### config.mk
export PLATFORM = sky130hd
export DESIGN_NAME = rmest_div
export DESIGN_NICKNAME = d
export VERILOG_FILES = /design/src/sv/rmest_pkg.sv /design/src/sv/rmest_div.sv
export SDC_FILE = /design/constraint.sdc
export NUM_CORES = 1
export LEC_CHECK = 0
export ABC_CLOCK_PERIOD_IN_PS = 8300
export BUFFER_PORTS_ARGS = -buffer_cell sky130_fd_sc_hd__buf_2
export CORE_ASPECT_RATIO = 0.75
export CORE_MARGIN = 2
export CORE_UTILIZATION = 35
export DETAILED_ROUTE_END_ITERATION = 12
export HOLD_SLACK_MARGIN = 0.1
export SYNTH_ARGS = -nofsm -noshare
export SYNTH_HDL_FRONTEND = slang
export SYNTH_SLANG_ARGS = --single-unit
### constraint.sdc
create_clock -name clock -period 8.3 [get_ports clock]
set_clock_uncertainty 0.2 [all_clocks]
set_input_delay 1.66 -clock clock [delete_from_list [all_inputs] [get_ports clock]]
set_output_delay 1.66 -clock clock [all_outputs]
set_load 0.005 [all_outputs]
### src/sv/rmest_pkg.sv
// Types, constants and codes of the rate-monotonic schedulability test.
package rmest_pkg;

   localparam int MAX_TASKS_DEF = 32;
   localparam int TIME_BITS_DEF = 16;
   localparam int TIME_MAX      = 32;

   localparam int FIELD_W  = 16;
   localparam int REQ_W    = 32;
   localparam int STATUS_W = 2;
   localparam int COUNT_W  = 6;
   localparam int RSP_W    = 8;

   localparam logic [STATUS_W-1:0] STATUS_FAIL     = 2'd0;
   localparam logic [STATUS_W-1:0] STATUS_OK       = 2'd1;
   localparam logic [STATUS_W-1:0] STATUS_OVERFLOW = 2'd2;

   typedef enum logic [2:0] {
      ST_LOAD,
      ST_PT_RD,
      ST_PT_CAP,
      ST_J_RD,
      ST_J_CAP,
      ST_DIV,
      ST_ACC
   } state_type;

   typedef struct packed {
      logic busy;
      logic done;
   } div_status_type;

endpackage

### src/sv/rmest_div.sv
// Shared restoring divider that returns the ceiling of dividend over divisor.
module rmest_div #(
   parameter int W = rmest_pkg::TIME_BITS_DEF
) (
   input  logic                     clock,
   input  logic                     reset,
   input  logic                     start,
   input  logic [W-1:0]             dividend,
   input  logic [W-1:0]             divisor,
   output logic [W-1:0]             jobs,
   output rmest_pkg::div_status_type status
);

   localparam int CW = $clog2(W + 1);

   logic [W-1:0]  rem_ff, rem_in;
   logic [W-1:0]  quo_ff, quo_in;
   logic [W-1:0]  dvs_ff, dvs_in;
   logic [CW-1:0] cnt_ff, cnt_in;
   logic          busy_ff, busy_in;
   logic          done_ff, done_in;
   logic [W:0]    shifted;
   logic [W:0]    diff;

   always_comb begin
      rem_in  = rem_ff;
      quo_in  = quo_ff;
      dvs_in  = dvs_ff;
      cnt_in  = cnt_ff;
      busy_in = busy_ff;
      done_in = 1'b0;
      shifted = {rem_ff, quo_ff[W-1]};
      diff    = shifted - {1'b0, dvs_ff};
      if (start) begin
         rem_in  = '0;
         quo_in  = dividend;
         dvs_in  = divisor;
         cnt_in  = '0;
         busy_in = 1'b1;
      end else if (busy_ff) begin
         // One quotient bit per cycle, most significant first.
         if (!diff[W]) begin
            rem_in = diff[W-1:0];
            quo_in = {quo_ff[W-2:0], 1'b1};
         end else begin
            rem_in = shifted[W-1:0];
            quo_in = {quo_ff[W-2:0], 1'b0};
         end
         cnt_in = cnt_ff + CW'(1);
         if (cnt_ff == CW'(W - 1)) begin
            busy_in = 1'b0;
            done_in = 1'b1;
         end
      end
   end

   always_ff @(posedge clock) begin
      rem_ff <= rem_in;
      quo_ff <= quo_in;
      dvs_ff <= dvs_in;
      if (reset) begin
         cnt_ff  <= '0;
         busy_ff <= 1'b0;
         done_ff <= 1'b0;
      end else begin
         cnt_ff  <= cnt_in;
         busy_ff <= busy_in;
         done_ff <= done_in;
      end
   end

   // A nonzero remainder rounds the quotient up.
   assign jobs        = quo_ff + W'(rem_ff != '0);
   assign status.busy = busy_ff;
   assign status.done = done_ff;

endmodule
==> flow_summary.json <==
{
  "htree_levels": 2,
  "cp.required_ns": 6.44,
  "routed_wl_um": 7659,
  "power.density_nw_per_um2": 201.2,
  "clkLatencyLatePin_ns": 0.30,
  "crit_type": "flip-flop to output port",
  "diodes": 0,
  "grt_pass1_vias": 2532,
  "relSlewSlack_pct": 50.05,
  "syn-mean-instance-area_sq_um": 9.868,
  "fmax_ghz": 0.2357,
  "arrival_ns": 2.38,
  "setup_viol": 0,
  "cp-start-kind": "flip-flop",
  "drt_iter0_drc": 162,
  "grt_pass1_wl_um": 12630,
  "port-buffer-count": 52,
  "tns_ns": 0,
  "hold_path_class": "flip-flop to flip-flop",
  "grt.total_usage_pct": 15.23,
  "grt_max_degree": 58,
  "vdd_drop_max_mv": 0.08258,
  "end_kind": "output port",
  "ys_warn_count": 0,
  "vias": 2701,
  "via_per_inst": 5.164,
  "cp_common_cell": "ha_1",
  "synth_area_leaders": "edfxtp_1 (28%), dfxtp_1 (14%), ha_1 (7.4%)",
  "final_nets": 446,
  "die_width_um": 117.9,
  "period_minus_slack_ns": 4.242,
  "synth_common_cells": "edfxtp_1 (32), nor2_1 (31), dfxtp_1 (23)",
  "synth_nets": 401,
  "core_sq_um": 9542,
  "layout_setup_ws_ns": 4.058,
  "critPathMaxStageDelay_ns": 0.47,
  "intPower_uw": 560.0,
  "die_area_sq_um": 10540,
  "num_rows": 31,
  "dp_hpwl_um": 5562,
  "numCtsBuffers": 5,
  "synth_flop_cell": "edfxtp_1",
  "synth_seq_area_share_pct": 41.75,
  "p_leak_uw": 0.001628,
  "cts_sinks": 55,
  "start_util_pct": 35.68,
  "synth_edf_count": 32,
  "placed_area_sq_um": 3765,
  "min_period_over_period_pct": 51.11,
  "postCtsHoldBufs": 0,
  "synth_cell_types": 52,
  "cts_tree": "built",
  "fp.dieH_um": 89.42,
  "rsz0062_at_grt": "false",
  "path_clk_slew_ns": 0.07,
  "place.gp.congestion": 0.9053,
  "drive_above_1_share_pct": 21.74,
  "fill_cells": 949,
  "path_cells": "nor4_1 -> nand4_1 -> ha_1 -> ha_1 -> nand2_1 -> nor2_1 -> nand3_1 -> xnor2_1 -> buf_2",
  "cts_resized": 0,
  "yosysMostFrequentCell": "edfxtp_1",
  "pwr-share-comb_pct": 25.8,
  "yosys.area.top_type": "edfxtp_1",
  "finalMaxSlewViolations": 0,
  "cap_violations": 0,
  "overflow": 0,
  "p_seq_share_pct": 42.6,
  "finalHoldViolCount": 0,
  "ant_nets": 0,
  "status": "finished clean",
  "switching_share_pct": 29.32,
  "power_frac_clock_pct": 31.5,
  "fin_area_sq_um": 3939,
  "drc": 0,
  "cp_max_fo": 4,
  "power.switching_uw": 232.3,
  "ys_ff_latch": 55,
  "pre_cts_slack_ns": 4.426,
  "slowest_stage": "nor4_1",
  "syn2layout_area_growth_pct": 15.69,
  "antenna_found_initial": 0,
  "worst_pin_slew_ns": 0.7493,
  "io_pins": 53,
  "postCtsSetupBuffers": 0,
  "synth_top_area_share_pct": 28.22,
  "root_buffer": "clkbuf_16",
  "mappedNetlistArea_sq_um": 3405,
  "firstDrtPassIters": 4,
  "cts_buffer_depth": 2,
  "avgRoutedWirePerCell_um": 14.64,
  "synthArstFlopShare_pct": 0,
  "syn_inst": 345
}
## through the flow
step           cells  hold WS [ns]  utilization (%)  total power, uW
4_1_cts          523        0.2942            41.28            798.3
5_1_grt          523        0.3219            41.28            837.4
2_1_floorplan    345        0.2714                -            491.1
3_3_place_gp     515        0.2790            39.46            545.9
6_report         523        0.2931            41.28            792.3
3_5_place_dp     515        0.2878            39.46            547.3
## power groups by stage
stage	Sequential (uW)	Clock, uW	Combinational [uW]
final	338	250	205
after global placement	343	0	203
after detailed placement	344	0	204
after global routing	341	267	229
after CTS	338	256	205
after floorplan	336	0	155
## critical path: cells and delay by family, from the launching register on
family                   cells  cell delay [ns]
XOR/XNOR                     1             0.14
adder cells (fa/ha/maj)      2             0.51
buffers and inverters        1             0.14
flip-flops                   1             0.34
AND/OR/NAND/NOR              5             0.97
## cell families after synthesis
group | Yosys count | share of synthesized area [%]
compound gates | 68 | 13.97
xor+xnor | 28 | 7.203
fa+ha+maj | 21 | 7.938
buf+inv | 39 | 4.998
flops | 55 | 41.75
mux | 26 | 8.196
simple gates | 108 | 15.95
## cell usage in the layout, fill, tap and decap left out, types with 16 or more instances in the layout
master,synthesis,routed
buf_2,1,52
edfxtp_1,32,32
nor2_1,31,31
dfxtp_1,23,23
inv_1,22,22
ha_1,20,20
xnor2_1,19,19
nand2_1,18,18
a21oi_1,16,16
## flip-flops by register name (all words and copies together) (netlist names)
name / count
rem_ff: 16
busy_ff: 1
done_ff: 1
cnt_ff: 5
quo_ff: 16
dvs_ff: 16
## cell type report
type                       instances  area, sq um  share of cell area (%)
timing repair buffer              55        282.8                   7.179
clock buffer                       6        138.9                   3.526
clock inverter                     2        35.03                  0.8895
tap                              132        165.2                   4.193
sequential                        55         1421                   36.09
multi-input combinational        251         1813                   46.03
inverter                          22        82.58                   2.097
## routing by layer
metal,global-route usage (%),share of wire [%]
met4,5.696,1.3
met3,3.827,4.8
met2,23.41,43
met1,20.91,51
met5,0,0
## worst paths after layout
path	startpoint	endpoint	slack, ns	depth (start not counted)
max	rem_ff[2]	jobs[12]	4.06	9
max reg2reg	quo_ff[15]	rem_ff[6]	4.73	11
min	cnt_ff[4]	cnt_ff[4]	0.29	2
min reg2reg	cnt_ff[4]	cnt_ff[4]	0.29	2
No activity file was read; power rests on OpenSTA's default activity.
